**config.mk**
```make
export PLATFORM = sky130hd
export DESIGN_NAME = utf8_stream_decoder
export DESIGN_NICKNAME = d
export VERILOG_FILES = /design/src/rtl/u8d_pkg.sv /design/src/rtl/u8d_decode.sv /design/src/rtl/u8d_emit.sv /design/src/rtl/utf8_stream_decoder.sv
export SDC_FILE = /design/constraint.sdc
export NUM_CORES = 1
export LEC_CHECK = 0
export ABC_AREA = 1
export ABC_CLOCK_PERIOD_IN_PS = 2480
export BUFFER_PORTS_ARGS = -buffer_cell sky130_fd_sc_hd__buf_2
export CAP_MARGIN = 40
export CORE_MARGIN = 5
export CORE_UTILIZATION = 55
export CTS_CLUSTER_DIAMETER = 200
export DETAILED_ROUTE_END_ITERATION = 7
export PLACE_DENSITY = 0.86
export SLEW_MARGIN = 20
export SYNTH_ARGS = -nofsm -noshare
export SYNTH_HDL_FRONTEND = slang
export SYNTH_SLANG_ARGS = --single-unit
```
**constraint.sdc**
```tcl
create_clock -name clk -period 2.48 [get_ports clk]
set_clock_uncertainty 0.2 [all_clocks]
set_input_delay 0.496 -clock clk [delete_from_list [all_inputs] [get_ports clk]]
set_output_delay 0.496 -clock clk [all_outputs]
set_load 0.03 [all_outputs]
```
**src/rtl/u8d_pkg.sv**
```systemverilog
// Shared types and constants for the UTF-8 stream decoder.
package u8d_pkg;

    localparam int CP_W = 21;

    localparam logic [CP_W-1:0] REPL_CP = 21'h00FFFD;

    localparam logic [7:0] MASK_2B  = 8'hE0;
    localparam logic [7:0] LEAD_2B  = 8'hC0;
    localparam logic [7:0] MASK_3B  = 8'hF0;
    localparam logic [7:0] LEAD_3B  = 8'hE0;
    localparam logic [7:0] MASK_4B  = 8'hF8;
    localparam logic [7:0] LEAD_4B  = 8'hF0;
    localparam logic [7:0] MASK_CONT = 8'hC0;
    localparam logic [7:0] CONT_TAG  = 8'h80;

    // Results caused by one byte: leading replacement words, then an optional tail word.
    typedef struct packed {
        logic [1:0]      rep_cnt;
        logic            has_tail;
        logic [CP_W-1:0] tail_cp;
        logic            tail_repl;
        logic            tail_eot;
    } bundle_t;

endpackage

```
**src/rtl/u8d_decode.sv**
```systemverilog
// Sequence state and single-pass decode of one byte into a result bundle.
module u8d_decode (
    input  logic             clk,
    input  logic             rst_n,
    input  logic             advance,
    input  logic [7:0]       byte_in,
    output u8d_pkg::bundle_t bundle,
    output logic             bundle_nonempty
);
    import u8d_pkg::*;

    logic [1:0]      remaining_reg, remaining_next;
    logic [1:0]      collected_reg, collected_next;
    logic [CP_W-1:0] partial_reg, partial_next;

    logic is_cont;
    logic [CP_W-1:0] shifted;

    assign is_cont = (byte_in & MASK_CONT) == CONT_TAG;
    assign shifted = {partial_reg[CP_W-7:0], byte_in[5:0]};

    // Decode the byte against the current sequence state.
    always_comb
    begin
        logic lead_path;
        lead_path      = 1'b0;
        remaining_next = remaining_reg;
        collected_next = collected_reg;
        partial_next   = partial_reg;
        bundle         = '0;

        if (remaining_reg == 2'd0)
        begin
            lead_path = 1'b1;
        end
        else if (is_cont)
        begin
            if (remaining_reg == 2'd1)
            begin
                bundle.has_tail = 1'b1;
                bundle.tail_cp  = shifted;
                remaining_next  = 2'd0;
                collected_next  = 2'd0;
                partial_next    = '0;
            end
            else
            begin
                partial_next   = shifted;
                collected_next = collected_reg + 2'd1;
                remaining_next = remaining_reg - 2'd1;
            end
        end
        else
        begin
            // Broken sequence: one replacement for the lead and each collected byte.
            bundle.rep_cnt = (collected_reg > 2'd2) ? 2'd3 : collected_reg + 2'd1;
            remaining_next = 2'd0;
            collected_next = 2'd0;
            partial_next   = '0;
            lead_path      = 1'b1;
        end

        // The byte acts as a lead.
        if (lead_path)
        begin
            if (byte_in == 8'h00)
            begin
                bundle.has_tail = 1'b1;
                bundle.tail_eot = 1'b1;
            end
            else if (!byte_in[7])
            begin
                bundle.has_tail = 1'b1;
                bundle.tail_cp  = {{(CP_W-8){1'b0}}, byte_in};
            end
            else if ((byte_in & MASK_2B) == LEAD_2B)
            begin
                partial_next   = {{(CP_W-5){1'b0}}, byte_in[4:0]};
                remaining_next = 2'd1;
                collected_next = 2'd0;
            end
            else if ((byte_in & MASK_3B) == LEAD_3B)
            begin
                partial_next   = {{(CP_W-4){1'b0}}, byte_in[3:0]};
                remaining_next = 2'd2;
                collected_next = 2'd0;
            end
            else if ((byte_in & MASK_4B) == LEAD_4B)
            begin
                partial_next   = {{(CP_W-3){1'b0}}, byte_in[2:0]};
                remaining_next = 2'd3;
                collected_next = 2'd0;
            end
            else
            begin
                bundle.has_tail  = 1'b1;
                bundle.tail_cp   = REPL_CP;
                bundle.tail_repl = 1'b1;
            end
        end
    end

    assign bundle_nonempty = bundle.has_tail || (bundle.rep_cnt != 2'd0);

    // Sequence state registers.
    always_ff @(posedge clk or negedge rst_n)
    begin
        if (!rst_n)
        begin
            remaining_reg <= 2'd0;
            collected_reg <= 2'd0;
            partial_reg   <= '0;
        end
        else if (advance)
        begin
            remaining_reg <= remaining_next;
            collected_reg <= collected_next;
            partial_reg   <= partial_next;
        end
    end

    // A sequence never holds more than three continuation bytes in total.
    a_seq_len: assert property (@(posedge clk) disable iff (!rst_n)
        ({1'b0, remaining_reg} + {1'b0, collected_reg}) <= 3'd3)
        else $error("sequence length exceeds four bytes");

    // Idle state carries no collected bytes.
    a_idle_clear: assert property (@(posedge clk) disable iff (!rst_n)
        remaining_reg == 2'd0 |-> collected_reg == 2'd0)
        else $error("collected bytes while idle");

endmodule

```
**src/rtl/u8d_emit.sv**
```systemverilog
// Result register that plays out a bundle one word per output handshake.
module u8d_emit (
    input  logic                     clk,
    input  logic                     rst_n,
    input  logic                     load,
    input  u8d_pkg::bundle_t         bundle,
    output logic                     free,
    output logic                     out_valid,
    input  logic                     out_ready,
    output logic [u8d_pkg::CP_W-1:0] code_point,
    output logic                     replaced,
    output logic                     end_of_text,
    output logic                     last
);
    import u8d_pkg::*;

    bundle_t    bun_reg;
    logic       vld_reg, vld_next;
    logic [2:0] rem_reg, rem_next;
    logic       in_reps;

    assign free = !vld_reg || (out_ready && rem_reg == 3'd1);

    // Replacement words go first, the tail word closes the bundle.
    assign in_reps     = rem_reg > {2'b0, bun_reg.has_tail};
    assign out_valid   = vld_reg;
    assign code_point  = in_reps ? REPL_CP : bun_reg.tail_cp;
    assign replaced    = in_reps ? 1'b1 : bun_reg.tail_repl;
    assign end_of_text = in_reps ? 1'b0 : bun_reg.tail_eot;
    assign last        = rem_reg == 3'd1;

    // Word count bookkeeping.
    always_comb
    begin
        vld_next = vld_reg;
        rem_next = rem_reg;
        if (load)
        begin
            vld_next = 1'b1;
            rem_next = {1'b0, bundle.rep_cnt} + {2'b0, bundle.has_tail};
        end
        else if (vld_reg && out_ready)
        begin
            if (rem_reg == 3'd1)
            begin
                vld_next = 1'b0;
            end
            rem_next = rem_reg - 3'd1;
        end
    end

    always_ff @(posedge clk or negedge rst_n)
    begin
        if (!rst_n)
        begin
            vld_reg <= 1'b0;
            rem_reg <= 3'd0;
        end
        else
        begin
            vld_reg <= vld_next;
            rem_reg <= rem_next;
        end
    end

    // Bundle payload.
    always_ff @(posedge clk)
    begin
        if (load)
        begin
            bun_reg <= bundle;
        end
    end

    // A held bundle always has between one and four words left.
    a_rem_range: assert property (@(posedge clk) disable iff (!rst_n)
        vld_reg |-> (rem_reg != 3'd0 && rem_reg <= 3'd4))
        else $error("word count out of range");

    // A new bundle never overwrites words still to be sent.
    a_no_overwrite: assert property (@(posedge clk) disable iff (!rst_n)
        load |-> free)
        else $error("bundle loaded over pending words");

    // A taken word that is not the last one steps the count down by one.
    a_step: assert property (@(posedge clk) disable iff (!rst_n)
        (vld_reg && out_ready && rem_reg != 3'd1 && !load)
        |=> (vld_reg && rem_reg == $past(rem_reg) - 3'd1))
        else $error("word count did not step");

endmodule

```
**src/rtl/utf8_stream_decoder.sv**
```systemverilog
// Top level of the UTF-8 stream decoder: input register, decoder and result register.
// Data path: an accepted byte is held in the input register and decoded combinationally;
// its bundle is loaded into the result register once that register is free.
// Throughput: one byte per cycle if each byte gives at most one word and out_ready is high;
// a byte of k words holds the result register for k output handshakes (k is at most four).
// Reset (rst_n low, asynchronous) empties both registers and returns the decoder to idle.
module utf8_stream_decoder (
    input  logic                     clk,
    input  logic                     rst_n,
    input  logic                     in_valid,
    output logic                     in_ready,
    input  logic [7:0]               in_byte,
    output logic                     out_valid,
    input  logic                     out_ready,
    output logic [u8d_pkg::CP_W-1:0] code_point,
    output logic                     replaced,
    output logic                     end_of_text,
    output logic                     last
);
    import u8d_pkg::*;

    logic       byte_vld_reg, byte_vld_next;
    logic [7:0] byte_reg;
    logic       advance;
    logic       free;
    logic       nonempty;
    bundle_t    bundle;

    // A held byte moves on once the result register can take its bundle.
    assign advance  = byte_vld_reg && free;
    assign in_ready = !byte_vld_reg || free;

    always_comb
    begin
        byte_vld_next = byte_vld_reg;
        if (in_valid && in_ready)
        begin
            byte_vld_next = 1'b1;
        end
        else if (advance)
        begin
            byte_vld_next = 1'b0;
        end
    end

    always_ff @(posedge clk or negedge rst_n)
    begin
        if (!rst_n)
        begin
            byte_vld_reg <= 1'b0;
        end
        else
        begin
            byte_vld_reg <= byte_vld_next;
        end
    end

    always_ff @(posedge clk)
    begin
        if (in_valid && in_ready)
        begin
            byte_reg <= in_byte;
        end
    end

    u8d_decode u_decode (
        .clk             (clk),
        .rst_n           (rst_n),
        .advance         (advance),
        .byte_in         (byte_reg),
        .bundle          (bundle),
        .bundle_nonempty (nonempty)
    );

    u8d_emit u_emit (
        .clk         (clk),
        .rst_n       (rst_n),
        .load        (advance && nonempty),
        .bundle      (bundle),
        .free        (free),
        .out_valid   (out_valid),
        .out_ready   (out_ready),
        .code_point  (code_point),
        .replaced    (replaced),
        .end_of_text (end_of_text),
        .last        (last)
    );

endmodule

```
======== Word-level counts from Yosys, hierarchy flattened ========
Cells that the tools add are included.
storage, ports and cells
  flip-flop bits (word level) ............. 62
  output and inout port bits .............. 26
operators by class
  muxes and demuxes ....................... 53
  order comparisons ....................... 2
  $add $sub $neg .......................... 4
  reduce and logical (&&, ||, !) cells .... 18
  equal/unequal tests ..................... 6
  bitwise operators ....................... 2
operators with widths
  operator                                                             count
  21-bit two-way mux                                                   10
  22-bit two-way mux                                                   4
  23-bit two-way mux                                                   3
  24-bit two-way mux                                                   2
  2-bit two-way mux                                                    20
  1-bit two-way mux                                                    12
  8-bit logical NOT                                                    1
  2-bit nonzero test                                                   4
  3-bit two-way mux                                                    2
  5-bit == test (second input constant)                                1
  1-bit logical AND                                                    5
  5-bit OR reduction                                                   1
  4-bit == test (second input constant)                                1
  2-bit by 1-bit adder with 3-bit output                               1
  3-bit by 1-bit == test with 1-bit output (second input constant)     1
  3-bit == test (second input constant)                                1
  3-bit by 1-bit > comparator with 1-bit output                        1
  1-bit logical OR                                                     3
  3-bit by 1-bit subtractor with 3-bit output (second input constant)  1
  2-bit by 1-bit adder with 2-bit output (second input constant)       1
  2-bit by 1-bit == test with 1-bit output (second input constant)     1
  2-bit == test (second input constant)                                1
  2-bit > comparator (second input constant)                           1
  1-bit logical NOT                                                    2
  4 further kinds                                                      5

======== Longest topological paths before layout ========
Gate-level depths: netlist (run 1).
  depth after elaboration ................. 14
  depth in mapped cells ................... 11
  depth with buffers taken out ............ 11

======== Modules after synthesis ========
Synthesis (run 1) repeated with hierarchy kept, for this count alone.
second synthesis, totals
  cell total of the unflattened synthesis .. 329
  area, all modules ....................... 2921.6 µm²
modules (own cells, without submodules)
  module               times used  area each (µm²)  cells an instance  sequential area each (µm²)
  u8d_decode           1           1430.1           216                475.5
  u8d_emit             1           1188.6           95                 820.8
  utf8_stream_decoder  1           302.8            18                 265.3

======== Worst setup path after synthesis (run 1) ========
OpenSTA, ideal clock, no wires.
  path type ............................... flip-flop to output port
  from .................................... register u_emit.rem_reg[0]
  to ...................................... output port code_point[11] (netlist bit)
  setup slack ............................. 0.309 ns
  data required time ...................... 1.784 ns
  cell stages (with the launch flop) ...... 6
  buffers on the path ..................... 1
  arrival ................................. 1.475 ns
  cells stage by stage .................... dfrtp_1 > inv_1 > ha_1 > o211ai_1 > clkbuf_1 > or2_2
on the way
  longest elaborated chain between the ends .. 2
RTL lines
  what                                           RTL line                   source
  from (decl)                                    u8d_emit.sv:19             logic [2:0] rem_reg, rem_next;
  from (signal assigned)                         u8d_emit.sv:62             rem_reg <= rem_next;
  3-bit by 1-bit > comparator with 1-bit output  u8d_emit.sv:25             assign in_reps = rem_reg > {2'b0, bun_reg.has_tail};
  21-bit two-way mux                             u8d_emit.sv:27             assign code_point = in_reps ? REPL_CP : bun_reg.tail_cp;
  to (decl)                                      utf8_stream_decoder.sv:15  output logic [u8d_pkg::CP_W-1:0] code_point,
No other way between the ends.

======== Worst setup path after layout (run 1) ========
  from .................................... register u_emit.rem_reg[0]
  to ...................................... output port code_point[10] (netlist bit)
Same word-level chain as after synthesis.

==> flow_summary_export.csv, run 1 <==
group,metric,value,unit
sta,slew_headroom,63.4,%
synthesis,synthFlopType,"edfxtp_1",
sta,max_freq,405,MHz
sta,period_share,99.6,%
synthesis,synth_edf_count,32,
drt,drt_iter0_drc,152,
final_layout,layout_commonest_cell,"inv_1",
grt,grt_max_degree,27,
final_layout,layout_common_cells,"inv_1, edfxtp_1, dfrtp_1, o21ai_0, buf_2",
worst_setup_path,reg2reg_from,"u_decode.remaining_reg[0]",
worst_setup_path,slowest_delay,380,ps
pwr,p_per_area,1250,nW/µm²
drt,route.detailed.wl_per_inst,14.8,µm
synthesis,synthCells,263,
cts,htree_levels,2,
sta,rsz0062_at_grt,"yes",
grt,grt_pass1_vias,1937,
worst_setup_path,path_cells,"inv_2, ha_1, o211ai_1, buf_4, clkbuf_16, or2_4, buf_6",
hold_path,holdPathStages,1,
sta,min_period,2470,ps
sta,tightest_slew,549,ps
place,placed_area,2980,µm²
synthesis,synth_top_area_share,35.1,%
final_layout,area_delta_synth_final,20.3,%
die,die_h,80.6,µm
sta,hold_ws,154,ps
hold_path,min_from,"in_byte[2]",
die,io_pins,38,
pwr,ir_drop,0.000592,V
synthesis,synth.largest_area_cell,"edfxtp_1",
worst_setup_path,reg2reg_depth,8,
final_layout,post-route-cell-area,3290,µm²
synthesis,async_flop_share,42.9,%
run_status,outcome,"finished clean",
grt,grt_pass1_wl,9090,µm
pwr,p_leak,1.49,nW
synthesis,synth.distinct_cells,33,
place,globalplace.congestion,0.933,
die,fp.coreArea,4790,µm²
drt,first_pass_iters,4,
cts,cts_root_buf,"clkbuf_8",
sta,tns,0,ps
cts,clock_latency,320,ps
worst_setup_path,crit_required,1780,ps
worst_setup_path,worst_path_max_delay_cell,"dfrtp_1",
cts,clock_path_buffers,2,
grt,grt_use_total,18.5,%
die,dieArea,6490,µm²
worst_setup_path,path_class,"reg -> out",
place,io_buffers,37,
worst_setup_path,setup.worst_path.end_class,"primary output",
cts,numCtsBuffers,5,
cts,clock_sinks,56,
worst_setup_path,crit_arrival,1770,ps
worst_setup_path,start_kind,"flop",
sta,setup_viol,0,
synthesis,synth.cell_area,2740,µm²
final_layout,drive_above_1_share,29.7,%
drt,highest-signal-layer,"met4",
die,core.rowCount,25,
drt,dr_wl_met3,325,µm
grt,grt_overflow,0,
synthesis,synth_top_cells_by_area,"edfxtp_1, dfrtp_1, inv_1",
drt,dr_wl_met2,2950,µm
cts,clk_pin_slew,100,ps
drt,wl,5570,µm
place,post-dp-hpwl,3720,µm
final_layout,nNetsFinal,330,
drt,vias,2031,
sta,final_max_slew_viol_count,0,
drt,drc_errors,0,
grt,antenna_found_initial,0,
final_layout,multi_input_area,972,µm²
cts,cts_tree,"built",
die,die_w,80.6,µm
synthesis,postSynthNetCount,284,
synthesis,ys_seq_area_share,57.0,%
drt,vias_per_cell,5.39,
synthesis,syn_avg_cell_area,10.4,µm²
sta,hold_viol,0,
final_layout,largest_register_ffs,24,
worst_setup_path,critical_path.max_fanout,6,
final_layout,fill_cells,332,
drt,wl_met1,2230,µm
worst_setup_path,startpoint,"u_emit.rem_reg[0]",
final_layout,seq_area,1560,µm²
final_layout,n_antenna_cell,0,
drt,ant_nets,0,
synthesis,yosysWarnings,0,
die,start_util,57.2,%
flow_run,cap_violations,0,
hold_path,hold_class,"in -> reg",
synthesis,ys_ff_latch,56,
==> critical path, delay by kind of cell (launching register included) <==
kind                       cells  cell delay (ps)
adders and majority gates      1              270
DFF                            1              380
and+or+nand+nor                1              230
buffers and inverters          4              500
AOI/OAI and AO/OA              1               80
==> final cells by class <==
class / count / area share (%)
inverters: 52 / 6.00
well taps: 67 / 2.54
flip-flops and latches: 56 / 47.4
clock inverters: 3 / 0.684
multi-input cells: 148 / 29.5
repair buffers: 46 / 11.8
clock buffers: 5 / 2.09
==> cell usage after synthesis (2+ instances only) <==
cell type   n
nand3_1    11
inv_2       6
inv_1      45
o41ai_1     5
nor2_1     18
nor3_1      2
clkbuf_1    3
ha_1        9
edfxtp_1   32
dfrtp_1    24
nand3b_1    2
nand4_1     3
nand2_1    20
or2_2      17
o21ai_0    21
a21oi_1     4
o211ai_1    4
buf_6       2
nand2_2     4
nand2_4     6
o22ai_1    13
==> routing by layer <==
metal / GRT usage (%) / up-vias
li1: - / 979
met1: 22.9 / 985
met2: 32.5 / 60
met3: 3.81 / 7
met4: 5.07 / 0
met5: 0 / -
==> worst paths after layout <==
kind,end,slack (ps)
worst min-delay path,byte_reg[2],150
min in group asynchronous,u_emit.rem_reg[1],490
max in group asynchronous,u_decode.partial_reg[7],1220
worst max-delay path,code_point[10],10
worst max register to register,u_emit.bun_reg[21],180
worst min register to register,u_emit.rem_reg[1],330
==> cell families after synthesis <==
| logic type | count (synthesis) | share of synthesized area (%) |
|---|---|---|
| buffers and inverters | 59 | 8.91 |
| DFF | 56 | 57.0 |
| xor gates and xnor gates | 1 | 0.320 |
| adders and majority gates | 9 | 4.11 |
| AOI/OAI and AO/OA | 52 | 12.2 |
| and+or+nand+nor | 86 | 17.4 |
==> metrics by stage <==
stage / cells / utilization, % / setup WS, ps / power [mW]
floorplan: 263 / - / 309 / 2.83
global placement: 363 / 62.3 / 305 / 3.18
detailed placement: 363 / 62.3 / 186 / 3.27
CTS: 375 / 67.4 / -21.4 / 3.98
global route: 377 / 68.8 / -39.3 / 4.37
finish: 377 / 68.8 / 11.0 / 4.10
==> power breakdown <==
group	internal [mW]	switching [mW]	total, mW	leakage [nW]
clock	0.203	0.305	0.508	0.0485
combinational	0.794	1.28	2.08	0.833
sequential	1.38	0.139	1.52	0.613
==> timing repair <==
| item | CTS | global route |
|---|---|---|
| pin swaps | 1 | 0 |
| setup buffers | 2 | 1 |
| hold buffers | 1 | 0 |
| cloned | 1 | 1 |
| hold endpoints to repair | 24 | 0 |
| endpoints found under the setup margin | 16 | 16 |
| resized for setup | 41 | 13 |
No activity file was read; power rests on OpenSTA's default activity.
==> inputs of run 2 (changes only) <==
--- a/config.mk
+++ b/config.mk
@@ -14,6 +14,7 @@
 export CTS_CLUSTER_DIAMETER = 200
 export DETAILED_ROUTE_END_ITERATION = 7
 export PLACE_DENSITY = 0.86
+export RECOVER_POWER = 50
 export SLEW_MARGIN = 20
 export SYNTH_ARGS = -nofsm -noshare
 export SYNTH_HDL_FRONTEND = slang
==> flow_summary_export.csv, run 2 (same netlist as run 1, synthesis figures left out) <==
group,metric,value,unit
die,die_w,80.6,µm
pwr,pwr-share-comb,50.3,%
worst_setup_path,slowest_delay,380,ps
cts,clock_latency,320,ps
sta,rsz0062_at_grt,"yes",
sta,hold_ws,152,ps
drt,dr_wl_met3,318,µm
drt,dr_wl_met2,2960,µm
grt,antenna_found_initial,0,
worst_setup_path,crit_family,"buffers and inverters",
grt,grt_overflow,0,
pwr,p_int,2.36,mW
drt,highest-signal-layer,"met4",
place,post-dp-hpwl,3720,µm
drt,vias,2018,
worst_setup_path,start_kind,"flop",
place,placed_area,2980,µm²
pwr,total_power,4.08,mW
pwr,sequentialPowerShare,37.2,%
final_layout,final_util,68.4,%
grt,grt_pass1_vias,1937,
drt,route.detailed.wl_per_inst,14.8,µm
cts,cts_root_buf,"clkbuf_8",
final_layout,layout_common_cells,"inv_1, edfxtp_1, dfrtp_1, nand2_1, o21ai_0",
drt,vias_per_cell,5.35,
pwr,p_switching,1.71,mW
die,core.rowCount,25,
worst_setup_path,path_class,"reg -> out",
final_layout,fill_cells,337,
die,dieArea,6490,µm²
drt,drc_errors,0,
grt,grt_pass1_wl,9090,µm
cts,htree_levels,2,
final_layout,layout_commonest_cell,"inv_1",
drt,ant_nets,0,
drt,drt_iter0_drc,200,
die,start_util,57.2,%
cts,numCtsBuffers,5,
final_layout,multi_input_area,955,µm²
place,io_buffers,37,
sta,final_max_slew_viol_count,0,
die,io_pins,38,
final_layout,largest_register_ffs,24,
grt,grt_use_total,18.5,%
cts,clk_pin_slew,100,ps
pwr,ir_drop,0.000577,V
hold_path,hold_class,"in -> reg",
die,fp.coreArea,4790,µm²
final_layout,nNetsFinal,330,
sta,setup_viol,0,
drt,wl_met1,2250,µm
pwr,pwr-share-clk,12.5,%
die,die_h,80.6,µm
sta,max_freq,405,MHz
sta,tightest_slew,1330,ps
run_status,outcome,"finished clean",
final_layout,area_delta_synth_final,19.5,%
final_layout,post-route-cell-area,3270,µm²
flow_run,cap_violations,0,
pwr,p_leak,1.47,nW
sta,slew_headroom,11.1,%
worst_setup_path,path_cells,"inv_2, ha_1, o211ai_1, buf_4, clkbuf_16, or2_4, buf_6",
place,globalplace.congestion,0.933,
pwr,p_per_area,1250,nW/µm²
final_layout,seq_area,1560,µm²
final_layout,n_antenna_cell,0,
drt,wl,5590,µm
worst_setup_path,worst_path_max_delay_cell,"dfrtp_1",
sta,period_share,99.5,%
cts,clock_sinks,56,
cts,clock_path_buffers,2,
worst_setup_path,crit_buf_inv,4,
final_layout,drive_above_1_share,27.7,%
worst_setup_path,crit_arrival,1770,ps
grt,grt_max_degree,27,
sta,hold_viol,0,
worst_setup_path,critical_path.max_fanout,6,
worst_setup_path,crit_required,1780,ps
drt,first_pass_iters,4,
worst_setup_path,r2r_slack,220,ps
worst_setup_path,setup.worst_path.end_class,"primary output",
sta,min_period,2470,ps
pwr,swShare,42.0,%
cts,cts_tree,"built",
-- run 2: area by class of cell --
class,count,area share (%)
sequential,56,47.7
multi-input combinational,148,29.2
timing repair buffer,46,11.7
inverter,52,6.04
tap,67,2.56
clock buffer,5,2.10
clock inverter,3,0.688
-- run 2: metrics by stage --
stage	TNS (ps)	std cells	worst slack [ps]
finish	0	377	11.3
global route	-436	377	-39.3
CTS	-210	375	-21.4
detailed placement	0	363	186
global placement	0	363	305
floorplan	0	263	309
-- run 2: final timing paths --
path / from / end / depth (start not counted)
max: u_emit.rem_reg[0] / code_point[10] / 7
min: in_byte[2] / byte_reg[2] / 1
max reg2reg: u_decode.remaining_reg[0] / u_emit.bun_reg[21] / 8
min reg2reg: u_emit.rem_reg[1] / u_emit.rem_reg[1] / 2
max in group asynchronous: rst_n / u_decode.partial_reg[7] / 2
min in group asynchronous: rst_n / u_emit.rem_reg[1] / 2
-- run 2: metal layers --
| layer | vias to the layer above | global-route usage (%) |
|---|---|---|
| met5 | - | 0 |
| met4 | 0 | 5.07 |
| met3 | 6 | 3.81 |
| met2 | 65 | 32.5 |
| met1 | 970 | 22.9 |
| li1 | 977 | - |
-- run 2: power by group through the flow --
stage	logic, mW	registers [mW]	clock network [mW]
3_3_place_gp	1.66	1.51	0
5_1_grt	2.24	1.55	0.552
3_5_place_dp	1.74	1.53	0
2_1_floorplan	1.33	1.50	0
6_report	2.05	1.52	0.508
4_1_cts	1.96	1.51	0.511
-- run 2: repair_timing --
item,4_1_cts,5_1_grt
gates resized for setup,41,13
cloned,1,1
hold endpoints to repair,24,0
setup buffers,2,1
hold buffers,1,0
endpoints found under the setup margin,16,16
pin swaps,1,0
==> inputs of run 3 (changes only) <==
--- a/config.mk
+++ b/config.mk
@@ -13,7 +13,7 @@
 export CORE_UTILIZATION = 55
 export CTS_CLUSTER_DIAMETER = 200
 export DETAILED_ROUTE_END_ITERATION = 7
-export PLACE_DENSITY = 0.86
+export PLACE_DENSITY = 0.77
 export RECOVER_POWER = 50
 export SLEW_MARGIN = 20
 export SYNTH_ARGS = -nofsm -noshare
==> flow_summary_export.csv, run 3 (same netlist as run 1, synthesis figures left out) <==
group,metric,value,unit
drt,vias_per_cell,5.21,
place,placed_area,2980,µm²
worst_setup_path,crit_buf_inv,3,
worst_setup_path,reg2reg_from,"u_decode.remaining_reg[0]",
worst_setup_path,slowest_delay,430,ps
worst_setup_path,startpoint,"u_emit.bun_reg[23]",
grt,use_met1,24.0,%
cts,htree_levels,2,
final_layout,largest_register_ffs,24,
die,die_h,80.6,µm
place,io_buffers,37,
cts,clock_sinks,56,
drt,route.detailed.wl_per_inst,15.4,µm
grt,antenna_found_initial,0,
worst_setup_path,crit_arrival,1830,ps
worst_setup_path,crit_path_end,"code_point[8]",
grt,grt_overflow,0,
grt,grt_pass1_vias,1946,
flow_run,cap_violations,0,
sta,hold_viol,0,
cts,clock_latency,320,ps
final_layout,fill_cells,341,
sta,setup_viol,16,
drt,drc_errors,0,
die,io_pins,38,
sta,min_period,2530,ps
sta,max_freq,395,MHz
grt,gr-usage-met2,31.5,%
drt,ant_nets,0,
final_layout,layout_common_cells,"inv_1, edfxtp_1, dfrtp_1, buf_6, o21ai_0",
final_layout,area_delta_synth_final,25.3,%
drt,first_pass_iters,4,
run_status,outcome,"complete, but fails checks",
cts,cts_root_buf,"clkbuf_8",
grt,gr-max-usage-layer,"met2",
drt,vias,1975,
grt,grt_max_degree,27,
final_layout,post-route-cell-area,3430,µm²
hold_path,hold_class,"in -> reg",
final_layout,drive_above_1_share,32.4,%
pwr,p_per_area,1250,nW/µm²
cts,clock_path_buffers,2,
cts,cts_tree,"built",
sta,tightest_slew,1300,ps
worst_setup_path,crit_required,1780,ps
final_layout,n_antenna_cell,0,
cts,clk_pin_slew,100,ps
final_layout,final_util,71.7,%
pwr,p_leak,1.52,nW
drt,drt_iter0_drc,202,
die,core.rowCount,25,
place,post-dp-hpwl,3660,µm
worst_setup_path,worst_path_max_delay_cell,"edfxtp_1",
die,start_util,57.2,%
worst_setup_path,reg2reg_to,"u_emit.bun_reg[18]",
worst_setup_path,path_cells,"ha_4, o211ai_1, buf_4, clkbuf_16, or2_4, buf_6",
sta,setup_slack,-48.5,ps
final_layout,nNetsFinal,332,
worst_setup_path,reg2reg_depth,8,
worst_setup_path,crit_family,"buffers and inverters",
final_layout,layout_commonest_cell,"inv_1",
die,dieArea,6490,µm²
worst_setup_path,path_class,"reg -> out",
die,die_w,80.6,µm
worst_setup_path,critical_path.max_fanout,6,
cts,numCtsBuffers,5,
grt,grt_use_total,18.7,%
sta,period_share,102,%
place,dp_cells,363,
worst_setup_path,setup.worst_path.end_class,"primary output",
final_layout,final_cells,379,
worst_setup_path,start_kind,"flop",
sta,final_max_slew_viol_count,0,
worst_setup_path,r2r_slack,150,ps
place,globalplace.congestion,0.914,
run_status,failed_checks,"setup timing",
sta,slew_headroom,13.0,%
pwr,ir_drop,0.000752,V
worst_setup_path,crit_cells,6,
grt,grt_pass1_wl,9110,µm
die,fp.coreArea,4790,µm²
grt,met3_usage,3.70,%
sta,rsz0062_at_grt,"yes",
drt,wl,5830,µm
[run 3: changes by cell type in the layout (fill, tap and decap cells not counted), moves of 2 or more]
| cell | previous run | this run |
|---|---|---|
| buf_4 | 4 | 6 |
| nand2_1 | 23 | 20 |
| buf_6 | 16 | 23 |
| buf_2 | 19 | 13 |
| nor2_4 | 0 | 6 |
| nor2_1 | 18 | 11 |
| nand2_4 | 4 | 6 |
[run 3: repair_timing]
| item | 4_1_cts | 5_1_grt |
|---|---|---|
| gates resized for setup | 37 | 52 |
| buffers inserted | 3 | 2 |
| hold buffers | 1 | 0 |
| gates cloned | 1 | 2 |
| hold endpoints to repair | 24 | 0 |
| endpoints found under the setup margin | 16 | 23 |
| pin swaps | 1 | 2 |
[run 3: how the worst min path moves through the flow]
stage,endpoint,depth (start not counted),slack [ps],startpoint
6_report,byte_reg[5],1,140,in_byte[5]
5_1_grt,byte_reg[3],1,130,in_byte[3]
4_1_cts,byte_reg[5],1,140,in_byte[5]
3_5_place_dp,u_emit.rem_reg[1],2,300,u_emit.rem_reg[1]
3_3_place_gp,u_decode.partial_reg[9],2,300,u_decode.partial_reg[9]
2_1_floorplan,byte_vld_reg,0,0.4,rst_n
[run 3: where the power goes]
group | switching, mW | internal, mW
Clock | 0.312 | 0.203
Sequential | 0.138 | 1.38
Combinational | 1.36 | 0.900
[run 3: per-layer routing]
metal  part of all wire, %  vias up
li1                      -      975
met1                    43      944
met2                    51       49
met3                   4.4        7
met4                   1.3        0
met5                     0        -
[run 3: stage by stage]
| stage | hold slack [ps] | worst slack [ps] | setup TNS, ps | power [mW] |
|---|---|---|---|---|
| 2_1_floorplan | 0.409 | 309 | 0 | 2.83 |
| 3_3_place_gp | 299 | 306 | 0 | 3.18 |
| 3_5_place_dp | 304 | 186 | 0 | 3.26 |
| 4_1_cts | 138 | -13.2 | -174 | 3.96 |
| 5_1_grt | 134 | -136 | -2230 | 4.58 |
| 6_report | 144 | -48.5 | -430 | 4.30 |
[run 3: area by class of cell]
| cell class | count | area, µm² | share of cell area [%] |
|---|---|---|---|
| clock buffer | 5 | 68.8 | 2.01 |
| clock inverter | 3 | 22.5 | 0.657 |
| inverter | 52 | 198 | 5.76 |
| multi-input combinational | 148 | 1030 | 30.1 |
| sequential | 56 | 1560 | 45.5 |
| tap | 67 | 83.8 | 2.44 |
| timing repair buffer | 48 | 463 | 13.5 |
